<file path="src/rtl/clipped_line_rasterizer_core_assert.svh">
// Assertion macros for the clipped line rasterizer.
// Included by the top level; depends on nothing else.
`ifndef CLIPPED_LINE_RASTERIZER_CORE_ASSERT_SVH
`define CLIPPED_LINE_RASTERIZER_CORE_ASSERT_SVH

// Same-cycle implication, disabled while reset is asserted.
`define CLR_ASSERT_NOW(lbl, clk, rstn, ante, cons) \
    lbl: assert property (@(posedge clk) disable iff (!(rstn)) (ante) |-> (cons)) \
        else $error("clr assertion failed");

// Next-cycle implication, disabled while reset is asserted.
`define CLR_ASSERT_NEXT(lbl, clk, rstn, ante, cons) \
    lbl: assert property (@(posedge clk) disable iff (!(rstn)) (ante) |=> (cons)) \
        else $error("clr assertion failed");

`endif

</file>
<file path="src/rtl/clr_pkg.sv">
// Package for the clipped line rasterizer: coordinate constants, codes and
// the window test. Depends on nothing.
package clr_pkg;

    localparam int COORD_BITS = 16;
    localparam int COORD_EFF  = (COORD_BITS < 16) ? COORD_BITS : 16;

    // Coordinate range, held 17 bits wide so a step past a 16-bit edge is seen
    localparam logic signed [16:0] COORD_MIN = 17'(-(2 ** (COORD_EFF - 1)));
    localparam logic signed [16:0] COORD_MAX = 17'((2 ** (COORD_EFF - 1)) - 1);

    typedef enum logic {
        OP_START = 1'b0,
        OP_NEXT  = 1'b1
    } t_op;

    typedef enum logic [2:0] {
        CFG_MIN_X = 3'd0,
        CFG_MAX_X = 3'd1,
        CFG_MIN_Y = 3'd2,
        CFG_MAX_Y = 3'd3,
        CFG_STOP  = 3'd4
    } t_cfg_idx;

    typedef struct packed {
        logic signed [15:0] min_x;
        logic signed [15:0] max_x;
        logic signed [15:0] min_y;
        logic signed [15:0] max_y;
    } t_window;

    function automatic logic f_inside(input logic signed [16:0] x,
                                      input logic signed [16:0] y,
                                      input t_window w);
        logic in_range;
        logic in_win;
        in_range = (x >= COORD_MIN) && (x <= COORD_MAX) &&
                   (y >= COORD_MIN) && (y <= COORD_MAX);
        in_win   = (x >= 17'(w.min_x)) && (x <= 17'(w.max_x)) &&
                   (y >= 17'(w.min_y)) && (y <= 17'(w.max_y));
        return in_range && in_win;
    endfunction

endpackage

</file>
<file path="src/rtl/clipped_line_rasterizer_core.sv">
// Clipped line rasterizer: Bresenham point generator with a stop window.
// An accepted transaction is held in the stage-1 register, then its result in the result register on m_axis.
// Throughput: one transaction per cycle while m_axis does not stall, set by the single add-compare step.
// Reset: synchronous, active low; clears the pipeline, the active line and
// loads the full window with stop-at-end set. Uses clr_pkg and the assert header.
`include "clipped_line_rasterizer_core_assert.svh"

module clipped_line_rasterizer_core
    import clr_pkg::*;
(
    input  logic        i_clk,
    input  logic        i_rst_n,
    // configuration write port
    input  logic        i_cfg_we,
    input  logic [2:0]  i_cfg_index,
    input  logic [15:0] i_cfg_data,
    // request stream
    input  logic        s_axis_tvalid,
    output logic        s_axis_tready,
    input  logic [63:0] s_axis_tdata,   // start_x, start_y, end_x, end_y
    input  logic        s_axis_tuser,   // operation
    // point stream
    output logic        m_axis_tvalid,
    input  logic        m_axis_tready,
    output logic [31:0] m_axis_tdata,   // point_x, point_y
    output logic        m_axis_tlast,   // last_point
    output logic [1:0]  m_axis_tuser    // point_valid, left_window
);

    // ---------------------------------------------------------------
    // Configuration registers
    // ---------------------------------------------------------------
    t_window r_win;
    logic    r_stop_at_end;

    always_ff @(posedge i_clk) begin
        if (!i_rst_n) begin
            r_win.min_x   <= 16'sh8000;
            r_win.max_x   <= 16'sh7FFF;
            r_win.min_y   <= 16'sh8000;
            r_win.max_y   <= 16'sh7FFF;
            r_stop_at_end <= 1'b1;
        end else if (i_cfg_we) begin
            case (t_cfg_idx'(i_cfg_index))
                CFG_MIN_X: r_win.min_x   <= i_cfg_data;
                CFG_MAX_X: r_win.max_x   <= i_cfg_data;
                CFG_MIN_Y: r_win.min_y   <= i_cfg_data;
                CFG_MAX_Y: r_win.max_y   <= i_cfg_data;
                CFG_STOP:  r_stop_at_end <= i_cfg_data[0];
                default: ;  // unused indexes are dropped
            endcase
        end
    end

    // ---------------------------------------------------------------
    // Flow control: the whole pipe advances when the result register is
    // empty or being emptied this cycle.
    // ---------------------------------------------------------------
    logic r_s1_valid;
    logic r_out_valid;
    logic advance;

    assign advance       = !r_out_valid || m_axis_tready;
    assign s_axis_tready = !r_s1_valid || advance;

    // ---------------------------------------------------------------
    // Stage 1: capture the transaction and set up the line increments.
    // These depend only on the endpoints, so they run ahead of the state.
    // ---------------------------------------------------------------
    logic signed [15:0] in_x1, in_y1, in_x2, in_y2;
    logic signed [16:0] in_dx, in_dy;
    logic        [15:0] in_dxa;
    logic signed [16:0] in_dyn;

    assign in_x1 = s_axis_tdata[15:0];
    assign in_y1 = s_axis_tdata[31:16];
    assign in_x2 = s_axis_tdata[47:32];
    assign in_y2 = s_axis_tdata[63:48];

    always_comb begin
        in_dx  = 17'(in_x2) - 17'(in_x1);
        in_dy  = 17'(in_y2) - 17'(in_y1);
        in_dxa = in_dx[16] ? 16'(-in_dx) : in_dx[15:0];
        in_dyn = in_dy[16] ? in_dy : -in_dy;
    end

    t_op                r_s1_op;
    logic signed [15:0] r_s1_x1, r_s1_y1, r_s1_x2, r_s1_y2;
    logic        [15:0] r_s1_dxa;
    logic signed [16:0] r_s1_dyn;
    logic               r_s1_sxn, r_s1_syn;
    logic signed [17:0] r_s1_err;

    always_ff @(posedge i_clk) begin
        if (!i_rst_n) begin
            r_s1_valid <= 1'b0;
        end else if (s_axis_tready) begin
            r_s1_valid <= s_axis_tvalid;
        end
    end

    always_ff @(posedge i_clk) begin
        if (s_axis_tready && s_axis_tvalid) begin
            r_s1_op  <= t_op'(s_axis_tuser);
            r_s1_x1  <= in_x1;
            r_s1_y1  <= in_y1;
            r_s1_x2  <= in_x2;
            r_s1_y2  <= in_y2;
            r_s1_dxa <= in_dxa;
            r_s1_dyn <= in_dyn;
            r_s1_sxn <= !(in_x1 < in_x2);
            r_s1_syn <= !(in_y1 < in_y2);
            r_s1_err <= $signed({2'b00, in_dxa}) + 18'(in_dyn);
        end
    end

    // ---------------------------------------------------------------
    // Line state
    // ---------------------------------------------------------------
    logic signed [15:0] r_cur_x, r_cur_y, r_tgt_x, r_tgt_y;
    logic        [15:0] r_dxa;
    logic signed [16:0] r_dyn;
    logic               r_sxn, r_syn;
    logic signed [17:0] r_err;
    logic               r_active;

    // Stage 2: one Bresenham step on either the fresh line or the held one
    logic               is_start;
    logic signed [15:0] cx, cy, tx, ty;
    logic        [15:0] dxa;
    logic signed [16:0] dyn;
    logic               sxn, syn;
    logic signed [17:0] err;
    logic signed [18:0] e2;
    logic               step_x, step_y;
    logic signed [16:0] nx, ny;
    logic signed [17:0] ne;
    logic               cur_in, next_in, at_end;

    always_comb begin
        is_start = (r_s1_op == OP_START);
        cx  = is_start ? r_s1_x1  : r_cur_x;
        cy  = is_start ? r_s1_y1  : r_cur_y;
        tx  = is_start ? r_s1_x2  : r_tgt_x;
        ty  = is_start ? r_s1_y2  : r_tgt_y;
        dxa = is_start ? r_s1_dxa : r_dxa;
        dyn = is_start ? r_s1_dyn : r_dyn;
        sxn = is_start ? r_s1_sxn : r_sxn;
        syn = is_start ? r_s1_syn : r_syn;
        err = is_start ? r_s1_err : r_err;

        e2     = {err, 1'b0};
        step_x = (e2 >= 19'(dyn));
        step_y = (e2 <= $signed({3'b000, dxa}));
        ne     = err + (step_x ? 18'(dyn) : 18'sd0)
                     + (step_y ? $signed({2'b00, dxa}) : 18'sd0);
        nx     = 17'(cx) + (step_x ? (sxn ? -17'sd1 : 17'sd1) : 17'sd0);
        ny     = 17'(cy) + (step_y ? (syn ? -17'sd1 : 17'sd1) : 17'sd0);

        cur_in  = f_inside(17'(cx), 17'(cy), r_win);
        next_in = f_inside(nx, ny, r_win);
        at_end  = r_stop_at_end && (cx == tx) && (cy == ty);
    end

    // Result and state decision
    logic               n_active;
    logic               n_advance_pt;
    logic signed [15:0] n_out_x, n_out_y;
    logic               n_out_pv, n_out_last, n_out_left;

    always_comb begin
        n_active     = r_active;
        n_advance_pt = 1'b0;
        n_out_x      = '0;
        n_out_y      = '0;
        n_out_pv     = 1'b0;
        n_out_last   = 1'b0;
        n_out_left   = 1'b0;
        if (!is_start && !r_active) begin
            // no line in progress: one empty result, state untouched
        end else if (!cur_in) begin
            n_active   = 1'b0;
            n_out_last = 1'b1;
            n_out_left = 1'b1;
        end else begin
            n_out_x  = cx;
            n_out_y  = cy;
            n_out_pv = 1'b1;
            if (at_end) begin
                n_active   = 1'b0;
                n_out_last = 1'b1;
            end else if (!next_in) begin
                n_active   = 1'b0;
                n_out_last = 1'b1;
                n_out_left = 1'b1;
            end else begin
                n_active     = 1'b1;
                n_advance_pt = 1'b1;
            end
        end
    end

    logic fire2;
    assign fire2 = r_s1_valid && advance;

    always_ff @(posedge i_clk) begin
        if (!i_rst_n) begin
            r_active <= 1'b0;
        end else if (fire2) begin
            r_active <= n_active;
        end
    end

    // Load the line on start; move the point only when a step was taken
    always_ff @(posedge i_clk) begin
        if (fire2) begin
            if (is_start) begin
                r_tgt_x <= r_s1_x2;
                r_tgt_y <= r_s1_y2;
                r_dxa   <= r_s1_dxa;
                r_dyn   <= r_s1_dyn;
                r_sxn   <= r_s1_sxn;
                r_syn   <= r_s1_syn;
            end
            if (n_advance_pt) begin
                r_cur_x <= nx[15:0];
                r_cur_y <= ny[15:0];
                r_err   <= ne;
            end else if (is_start) begin
                r_cur_x <= r_s1_x1;
                r_cur_y <= r_s1_y1;
                r_err   <= r_s1_err;
            end
        end
    end

    // ---------------------------------------------------------------
    // Result register: holds while the downstream stalls
    // ---------------------------------------------------------------
    logic signed [15:0] r_out_x, r_out_y;
    logic               r_out_pv, r_out_last, r_out_left;

    always_ff @(posedge i_clk) begin
        if (!i_rst_n) begin
            r_out_valid <= 1'b0;
        end else if (advance) begin
            r_out_valid <= r_s1_valid;
        end
    end

    always_ff @(posedge i_clk) begin
        if (fire2) begin
            r_out_x    <= n_out_x;
            r_out_y    <= n_out_y;
            r_out_pv   <= n_out_pv;
            r_out_last <= n_out_last;
            r_out_left <= n_out_left;
        end
    end

    assign m_axis_tvalid = r_out_valid;
    assign m_axis_tdata  = {r_out_y, r_out_x};
    assign m_axis_tlast  = r_out_last;
    assign m_axis_tuser  = {r_out_left, r_out_pv};

    // ---------------------------------------------------------------
    // Assertions
    // ---------------------------------------------------------------
    // A line that left the window always ends there
    `CLR_ASSERT_NOW(a_left_is_last, i_clk, i_rst_n, r_out_valid && r_out_left, r_out_last)
    // A delivered point that does not end the line leaves a line in progress
    `CLR_ASSERT_NOW(a_open_line_active, i_clk, i_rst_n, r_out_valid && r_out_pv && !r_out_last, r_active)
    // An empty result carries a zero point
    `CLR_ASSERT_NOW(a_empty_zero, i_clk, i_rst_n, r_out_valid && !r_out_pv, r_out_x == 16'sd0 && r_out_y == 16'sd0)
    // A stalled stage-one transaction is not lost
    `CLR_ASSERT_NEXT(a_s1_hold, i_clk, i_rst_n, r_s1_valid && !advance, r_s1_valid)

endmodule
</file>
<file path="config.mk">
export PLATFORM = sky130hd
export DESIGN_NAME = clipped_line_rasterizer_core
export DESIGN_NICKNAME = d
export VERILOG_FILES = /design/src/rtl/clr_pkg.sv /design/src/rtl/clipped_line_rasterizer_core.sv
export VERILOG_INCLUDE_DIRS = /design/src /design/src/rtl
export SDC_FILE = /design/constraint.sdc
export NUM_CORES = 1
export LEC_CHECK = 0
export ABC_AREA = 1
export BUFFER_PORTS_ARGS = -buffer_cell sky130_fd_sc_hd__buf_2
export CAP_MARGIN = 15
export CORE_MARGIN = 2
export CORE_UTILIZATION = 25
export CTS_BUF_LIST = sky130_fd_sc_hd__clkbuf_16
export DETAILED_ROUTE_END_ITERATION = 6
export GPL_TIMING_DRIVEN = 0
export SYNTH_ARGS = -nofsm -noshare
export SYNTH_HDL_FRONTEND = slang
export SYNTH_SLANG_ARGS = --single-unit
</file>
<file path="constraint.sdc">
create_clock -name i_clk -period 12.6 [get_ports i_clk]
set_clock_uncertainty 0.2 [all_clocks]
set_input_delay 1.26 -clock i_clk [delete_from_list [all_inputs] [get_ports i_clk]]
set_output_delay 1.26 -clock i_clk [all_outputs]
set_load 0.05 [all_outputs]
</file>
==> impl_metrics.csv, run 1 <==
group,metric,value,unit
status,status,"finished with violations",
status,violations,"design-rule violations",
setup_path,reg2reg_setup_slack,2.47,ns
flow_run,maxCapViolations,0,
grt,grt_start_max_net_pins,72,
timing,max_freq,0.09868,GHz
cts,ctsResizeCount,0,
power_and_ir_drop,ir_drop,93.63,uV
logic_synthesis,synth_edf_count,270,
worst_hold_path,min_path_cells,2,
place,gp_congestion,0.9236,
logic_synthesis,ys_warn_count,0,
grt,gr-total-overflow,0,
routing,num_vias,21475,
logic_synthesis,synth_flop_cell,"edfxtp_1",
setup_path,rr_worst_depth,45,
setup_path,path_common_cell,"nand2_1",
routing,post-route-drc-count,2,
place,numPortBuffers,124,
finish,fin_nets,3597,
logic_synthesis,synth_area_leaders,"edfxtp_1 33%, ha_1 14%, nand2_1 13%",
setup_path,r2r_end,"r_err[12]$_DFFE_PP_",
power_and_ir_drop,clkPwrFrac,25.6,%
logic_synthesis,syn_nets,3419,
cts,cts_hold_buffers,0,
cts,cts_buffers,42,
power_and_ir_drop,p_per_area,163.2,nW/um^2
die,dieWidth,315.3,um
logic_synthesis,yosysTopAreaCell,"edfxtp_1",
cts,clock-root-buffer,"clkbuf_16",
cts,post_cts_buffers,0,
cts,cts_tree,"built",
timing,drv_slew,0,
routing,drtAntennaViolNets,0,
setup_path,critical-path-slowest-cell,"nor2_1",
cts,cts_buffer_depth,3,
finish,fill_cells,10305,
timing,post-route-period-util,80.43,%
power_and_ir_drop,total_power,4.558,mW
timing,setup_tns,0,ns
cts,cts_htree_levels,2,
timing,setup_violations,0,
setup_path,r2r_start,"r_s1_op$_DFFE_PP_",
power_and_ir_drop,leakagePower,13.21,nW
finish,areaGrowthSynthToFinish,15.33,%
routing,wl,81.88,mm
setup_path,crit_fanout,12,
power_and_ir_drop,combPwrFrac,43.8,%
routing,wire_per_inst,18.08,um
finish,layout-drive-gt1-share,8.336,%
grt,grt_first_pass_wirelength,121.8,mm
worst_hold_path,hold_start,"r_win[27]$_SDFFE_PN0P_",
die,die_area,99380,um^2
worst_hold_path,hold_path_class,"flip-flop to flip-flop",
power_and_ir_drop,p_sw,1.838,mW
die,ioPinCount,126,
setup_path,critPathKind,"flip-flop to flip-flop",
grt,grt_pass1_vias,20336,
routing,drt_iter0_drc,1910,
logic_synthesis,ys_seq_elements,338,
die,num_rows,114,
die,core,96280,um^2
finish,fin_area,27930,um^2
finish,final_util,29.01,%
logic_synthesis,netlist-cell-type-count,44,
logic_synthesis,syn-cell-area,24220,um^2
die,start_util,25.16,%
place,dpl_cell_area,26620,um^2
setup_path,worstPathArrival,10.36,ns
power_and_ir_drop,pwr-share-seq,30.7,%
setup_path,cp.required,12.82,ns
die,die_h,315.3,um
timing,worst_pin_slew,1.022,ns
timing,slew_headroom,31.38,%
timing,finalHoldViolCount,0,
routing,first_pass_iters,7,
setup_path,end_kind,"flip-flop",
grt,antenna_found_initial,8,
timing,rsz0062_at_grt,"false",
setup_path,cp-start-kind,"flip-flop",
logic_synthesis,yosysSeqAreaShare,39.10,%
cts,clock_latency,0.58,ns
setup_path,critPathMaxStageDelay,0.65,ns
logic_synthesis,yosysTopAreaCellShare,33.48,%
timing,min_period,10.13,ns
worst_hold_path,hold_end,"r_win[27]$_SDFFE_PN0P_",
power_and_ir_drop,switching_share,40.33,%
logic_synthesis,postSynthAreaPerCell,7.962,um^2
logic_synthesis,synth_cells,3042,
logic_synthesis,synthArstFlopShare,0,%
place,hpwlAfterDp,67.11,mm
cts,clkTransAtPathRegs,0.06,ns
grt,grt_use_total,16.23,%
cts,clock-sinks,338,
routing,vias_per_cell,4.742,
power_and_ir_drop,p_int,2.720,mW
[placed cells by master (no fill, tap or decap), types with 3 or more instances in the layout]
cell type | synthesis | final
xor2_1 | 61 | 61
buf_12 | 0 | 5
xnor2_1 | 33 | 33
inv_6 | 0 | 3
buf_2 | 25 | 149
nand3_1 | 107 | 107
buf_4 | 5 | 7
clkbuf_16 | 0 | 43
nor4_1 | 4 | 4
nand3b_1 | 10 | 10
inv_2 | 3 | 3
edfxtp_1 | 270 | 270
clkinv_1 | 2 | 13
o21bai_1 | 5 | 5
o21ai_1 | 34 | 34
buf_6 | 4 | 4
dfxtp_1 | 68 | 68
and3_1 | 6 | 6
a21boi_0 | 3 | 3
or2_2 | 36 | 36
fa_1 | 22 | 22
nor2_1 | 212 | 212
nand4_1 | 92 | 92
o21a_1 | 10 | 10
o211ai_1 | 19 | 19
nor3_1 | 19 | 19
a21oi_1 | 219 | 218
bufinv_16 | 0 | 3
inv_1 | 388 | 395
nand2_1 | 864 | 864
clkinv_2 | 0 | 6
a31oi_1 | 9 | 9
ha_1 | 266 | 266
o21ai_0 | 170 | 170
clkbuf_1 | 46 | 46
a21o_1 | 14 | 14
[power groups by stage]
stage | clock, mW | sequential [mW] | combinational, mW
2_1_floorplan | 0 | 1.42 | 1.43
3_3_place_gp | 0 | 1.43 | 1.92
3_5_place_dp | 0 | 1.42 | 1.96
4_1_cts | 1.19 | 1.40 | 1.98
5_1_grt | 1.23 | 1.40 | 2.26
6_report | 1.17 | 1.40 | 1.99
[worst max path at each step]
stage,cells past startpoint,startpoint,slack [ns],endpoint
6_report,45,r_s1_op$_DFFE_PP_,2.47,r_err[12]$_DFFE_PP_
2_1_floorplan,4,m_axis_tready,2.92,r_active$_SDFFE_PN0P_
3_5_place_dp,48,r_s1_op$_DFFE_PP_,2.59,r_err[12]$_DFFE_PP_
3_3_place_gp,5,m_axis_tready,-1.81,r_active$_SDFFE_PN0P_
4_1_cts,48,r_s1_op$_DFFE_PP_,2.55,r_err[12]$_DFFE_PP_
5_1_grt,46,r_s1_op$_DFFE_PP_,1.85,r_err[12]$_DFFE_PP_
[sequential cells by signal, summed over array words and instances (netlist names), 17 cells and up]
signal,cells
r_dyn,17
r_s1_dyn,17
r_win,64
r_s1_err,18
r_err,18
[worst max-delay path, delay by kind of cell (launching register included)]
family	cells	cell delay (ns)
AND/OR/NAND/NOR	23	3.90
XOR/XNOR	1	0.15
AO/OA/AOI/OAI	4	0.89
flip-flops	1	0.36
buffers and inverters	14	3.64
adder cells (fa/ha/maj)	3	0.79
[Yosys cell counts (all sizes together) (20+ instances only)]
master and instances:
nand2 864, inv 391, edfxtp 270, ha 266
a21oi 219, nor2 212, o21ai 206, nand3 108
nand4 92, dfxtp 68, xor2 61, clkbuf 46
or2 39, buf 35, xnor2 33, fa 22
nor3 20
[cell type report]
class / count / area (um^2) / area share [%]
sequential: 338 / 9469 / 33.90
inverter: 393 / 1480 / 5.299
buffer: 81 / 384.1 / 1.375
multi-input combinational: 2230 / 12900 / 46.19
antenna: 2 / 5.005 / 0.01792
timing repair buffer: 134 / 795.8 / 2.849
clock buffer: 43 / 1076 / 3.852
tap: 1276 / 1597 / 5.716
clock inverter: 32 / 224.0 / 0.8018
[cells by family (layout without fill, tap and decap cells)]
group                      Yosys count  count (layout)  synth area share [%]
xor gates and xnor gates            94              94                 3.399
adders and majority gates          288             288                 15.56
AOI/OAI and AO/OA                  490             490                 10.82
DFF                                338             338                 39.10
other                                0               2                     0
and+or+nand+nor                   1358            1358                 23.44
buffers and inverters              474             683                 7.677
[through the flow]
stage | worst slack, ns | hold WS [ns] | instances
after floorplan | 2.922 | 0.2435 | 3042
after global routing | 1.850 | 0.3435 | 4527
after detailed placement | 2.589 | 0.3024 | 4451
final | 2.466 | 0.3101 | 4529
after global placement | -1.806 | 0.2582 | 4442
after CTS | 2.553 | 0.3092 | 4526
[per-layer routing]
metal / GRT usage, % / vias up / wire, um
li1: - / 10549 / -
met1: 21.90 / 10043 / 36530
met5: 0 / - / 0
met2: 26.84 / 751 / 37280
met3: 2.210 / 132 / 5575
met4: 5.009 / 0 / 2489
No activity file was read; power rests on OpenSTA's default activity.
==> inputs of run 2 (changes only) <==
Settings changed: ABC_AREA 1 to 0.
Clock period 12.6 ns to 10 ns, I/O delays scaled along.
==> impl_metrics.csv, run 2 <==
group,metric,value,unit
setup_path,crit_cells,37,
grt,grt_first_pass_wirelength,102.5,mm
cts,clock_latency,0.57,ns
setup_path,cp.required,10.10,ns
grt,grt-busiest-layer,"met2",
cts,cts_htree_levels,2,
place,place_ws,-1.057,ns
logic_synthesis,ys_seq_elements,338,
place,hpwlAfterDp,56.38,mm
setup_path,crit_fanout,19,
power_and_ir_drop,p_per_area,234.7,nW/um^2
logic_synthesis,yosysMostFrequentCell,"edfxtp_1",
power_and_ir_drop,ir_drop,99.93,uV
timing,setup_violations,0,
place,gp_congestion,0.8576,
logic_synthesis,yosysTopAreaCell,"edfxtp_1",
routing,wire_per_inst,18.77,um
routing,vias_per_cell,4.770,
finish,reg_top3,"r_win (64), r_err (18), r_s1_err (18)",
worst_hold_path,min_path_cells,2,
logic_synthesis,syn-cell-area,23360,um^2
routing,drtAntennaViolNets,0,
die,dieWidth,309.7,um
routing,wl,69.08,mm
setup_path,critical-path-slowest-cell,"or4_1",
logic_synthesis,yosysSeqAreaShare,40.54,%
grt,grtUsageMet1,20.70,%
power_and_ir_drop,leakagePower,11.13,nW
finish,top_register,"r_win",
logic_synthesis,syn_nets,2601,
cts,clkTransAtPathRegs,0.06,ns
power_and_ir_drop,total_power,6.399,mW
die,start_util,25.14,%
cts,cts_buffer_depth,3,
setup_path,cp-start-kind,"flip-flop",
timing,slew_headroom,40.34,%
finish,layout-drive-gt1-share,15.09,%
grt,grt_pass1_vias,16584,
routing,num_vias,17560,
flow_run,maxCapViolations,0,
setup_path,cp.buffers_inverters,9,
grt,gr-total-overflow,0,
logic_synthesis,synthArstFlopShare,0,%
timing,worst_pin_slew,0.8930,ns
finish,areaGrowthSynthToFinish,16.74,%
cts,cts_buffers,40,
grt,grt_use_total,14.19,%
timing,postLayoutSetupSlackWorst,0.5982,ns
routing,first_pass_iters,5,
finish,largest_register_ffs,64,
logic_synthesis,synth_flop_cell,"edfxtp_1",
cts,clock-root-buffer,"clkbuf_16",
logic_synthesis,synth_edf_count,270,
setup_path,rr_worst_depth,37,
die,core,92910,um^2
logic_synthesis,synth_cells,2224,
routing,post-route-drc-count,0,
setup_path,path_common_cell,"buf_6",
cts,cts_tree,"built",
die,die_area,95900,um^2
timing,max_freq,0.1064,GHz
timing,min_period,9.402,ns
grt,grt_start_max_net_pins,70,
setup_path,critPathKind,"flip-flop to flip-flop",
grt,use_met3,3.709,%
timing,finalHoldViolCount,0,
timing,rsz0062_at_grt,"false",
die,num_rows,112,
setup_path,critPathMaxStageDelay,0.53,ns
setup_path,worstPathArrival,9.51,ns
logic_synthesis,netlist-cell-type-count,90,
logic_synthesis,synth_area_leaders,"edfxtp_1 35%, ha_1 14%, dfxtp_1 5.8%",
die,die_h,309.7,um
setup_path,crit_family,"compound AO/OA/AOI/OAI gates",
worst_hold_path,hold_path_class,"flip-flop to flip-flop",
place,numPortBuffers,124,
cts,cts_hold_buffers,0,
status,status,"complete, no violations",
timing,post-route-period-util,94.02,%
finish,fin_nets,2774,
finish,layout_common_cells,"270 x edfxtp_1, 266 x ha_1, 218 x inv_1, 173 x nand2_1, 139 x a21oi_1",
finish,layout_commonest_cell,"edfxtp_1",
logic_synthesis,synth_commonest_cells,"270 x edfxtp_1, 266 x ha_1, 214 x inv_1, 173 x nand2_1, 139 x a21oi_1",
logic_synthesis,postSynthAreaPerCell,10.50,um^2
timing,drv_slew,0,
grt,antenna_found_initial,27,
setup_path,end_kind,"flip-flop",
routing,drt_iter0_drc,1463,
cts,clock-sinks,338,
logic_synthesis,ys_warn_count,0,
die,ioPinCount,126,
logic_synthesis,yosysTopAreaCellShare,34.71,%
grt,use_met2,20.86,%
==> run 2: tightest hold or removal path, cell delays in order, from the launching register on <==
cell	delay, ns
dfxtp_1	0.31
nand2_1	0.05
a21oi_1	0.05
==> run 2: final timing paths <==
check / endpoint / slack (ns) / startpoint
max reg2reg: r_cur_x[11]$_DFFE_PP_ / 0.60 / r_s1_op$_DFFE_PP_
max: r_cur_x[11]$_DFFE_PP_ / 0.60 / r_s1_op$_DFFE_PP_
min: r_win[51]$_SDFFE_PN0P_ / 0.25 / r_win[51]$_SDFFE_PN0P_
min reg2reg: r_win[51]$_SDFFE_PN0P_ / 0.25 / r_win[51]$_SDFFE_PN0P_
==> run 2: layer usage <==
layer  vias to the layer above  wire length (um)  part of all wire (%)
met3                        95              6043                   8.7
met4                        36              1064                   1.5
met2                       555             28330                    41
met5                         -               214                  0.31
met1                      8354             33430                    48
li1                       8520                 -                     -
==> run 2: cell families after synthesis <==
| logic type | after synthesis | synth area share, % |
|---|---|---|
| compound gates | 458 | 13.20 |
| simple gates | 546 | 11.47 |
| buf+inv | 274 | 4.794 |
| flops | 338 | 40.54 |
| mux | 170 | 8.233 |
| fa+ha+maj | 288 | 16.13 |
| xor+xnor | 150 | 5.624 |
==> run 2: cell type report <==
type	count	area, um^2
Clock buffer	41	1026
Timing Repair Buffer	132	778.2
Tap cell	1254	1569
Buffer	57	317.8
Multi-Input combinational cell	1612	12820
Sequential cell	338	9469
Clock inverter	30	474.2
Fill cell	9593	65640
Antenna cell	1	2.502
Inverter	216	810.8
==> run 2: metrics by stage <==
stage / TNS, ns / cells / hold WS, ns / utilization, % / instance area [um^2]
final: 0 / 3681 / 0.2539 / 29.35 / 27270
after global routing: 0 / 3681 / 0.2758 / 29.35 / 27270
after global placement: -430.65 / 3602 / 0.2428 / 27.50 / 25550
after CTS: 0 / 3680 / 0.2541 / 29.33 / 27250
after detailed placement: -45.69 / 3609 / 0.2465 / 27.67 / 25710
after floorplan: 0 / 2224 / 0.2363 / - / 23360
==> run 2: what timing repair did <==
action	4_1_cts	5_1_grt
endpoints found under the setup margin	53	49
resized for setup	17	8
setup buffers	0	1
pin swaps	0	1
==> run 2: power breakdown <==
| part | total (mW) | internal (mW) | switching, mW |
|---|---|---|---|
| Combinational | 2.94 | 1.19 | 1.74 |
| Clock | 1.68 | 1.08 | 0.604 |
| Sequential | 1.78 | 1.72 | 0.0542 |
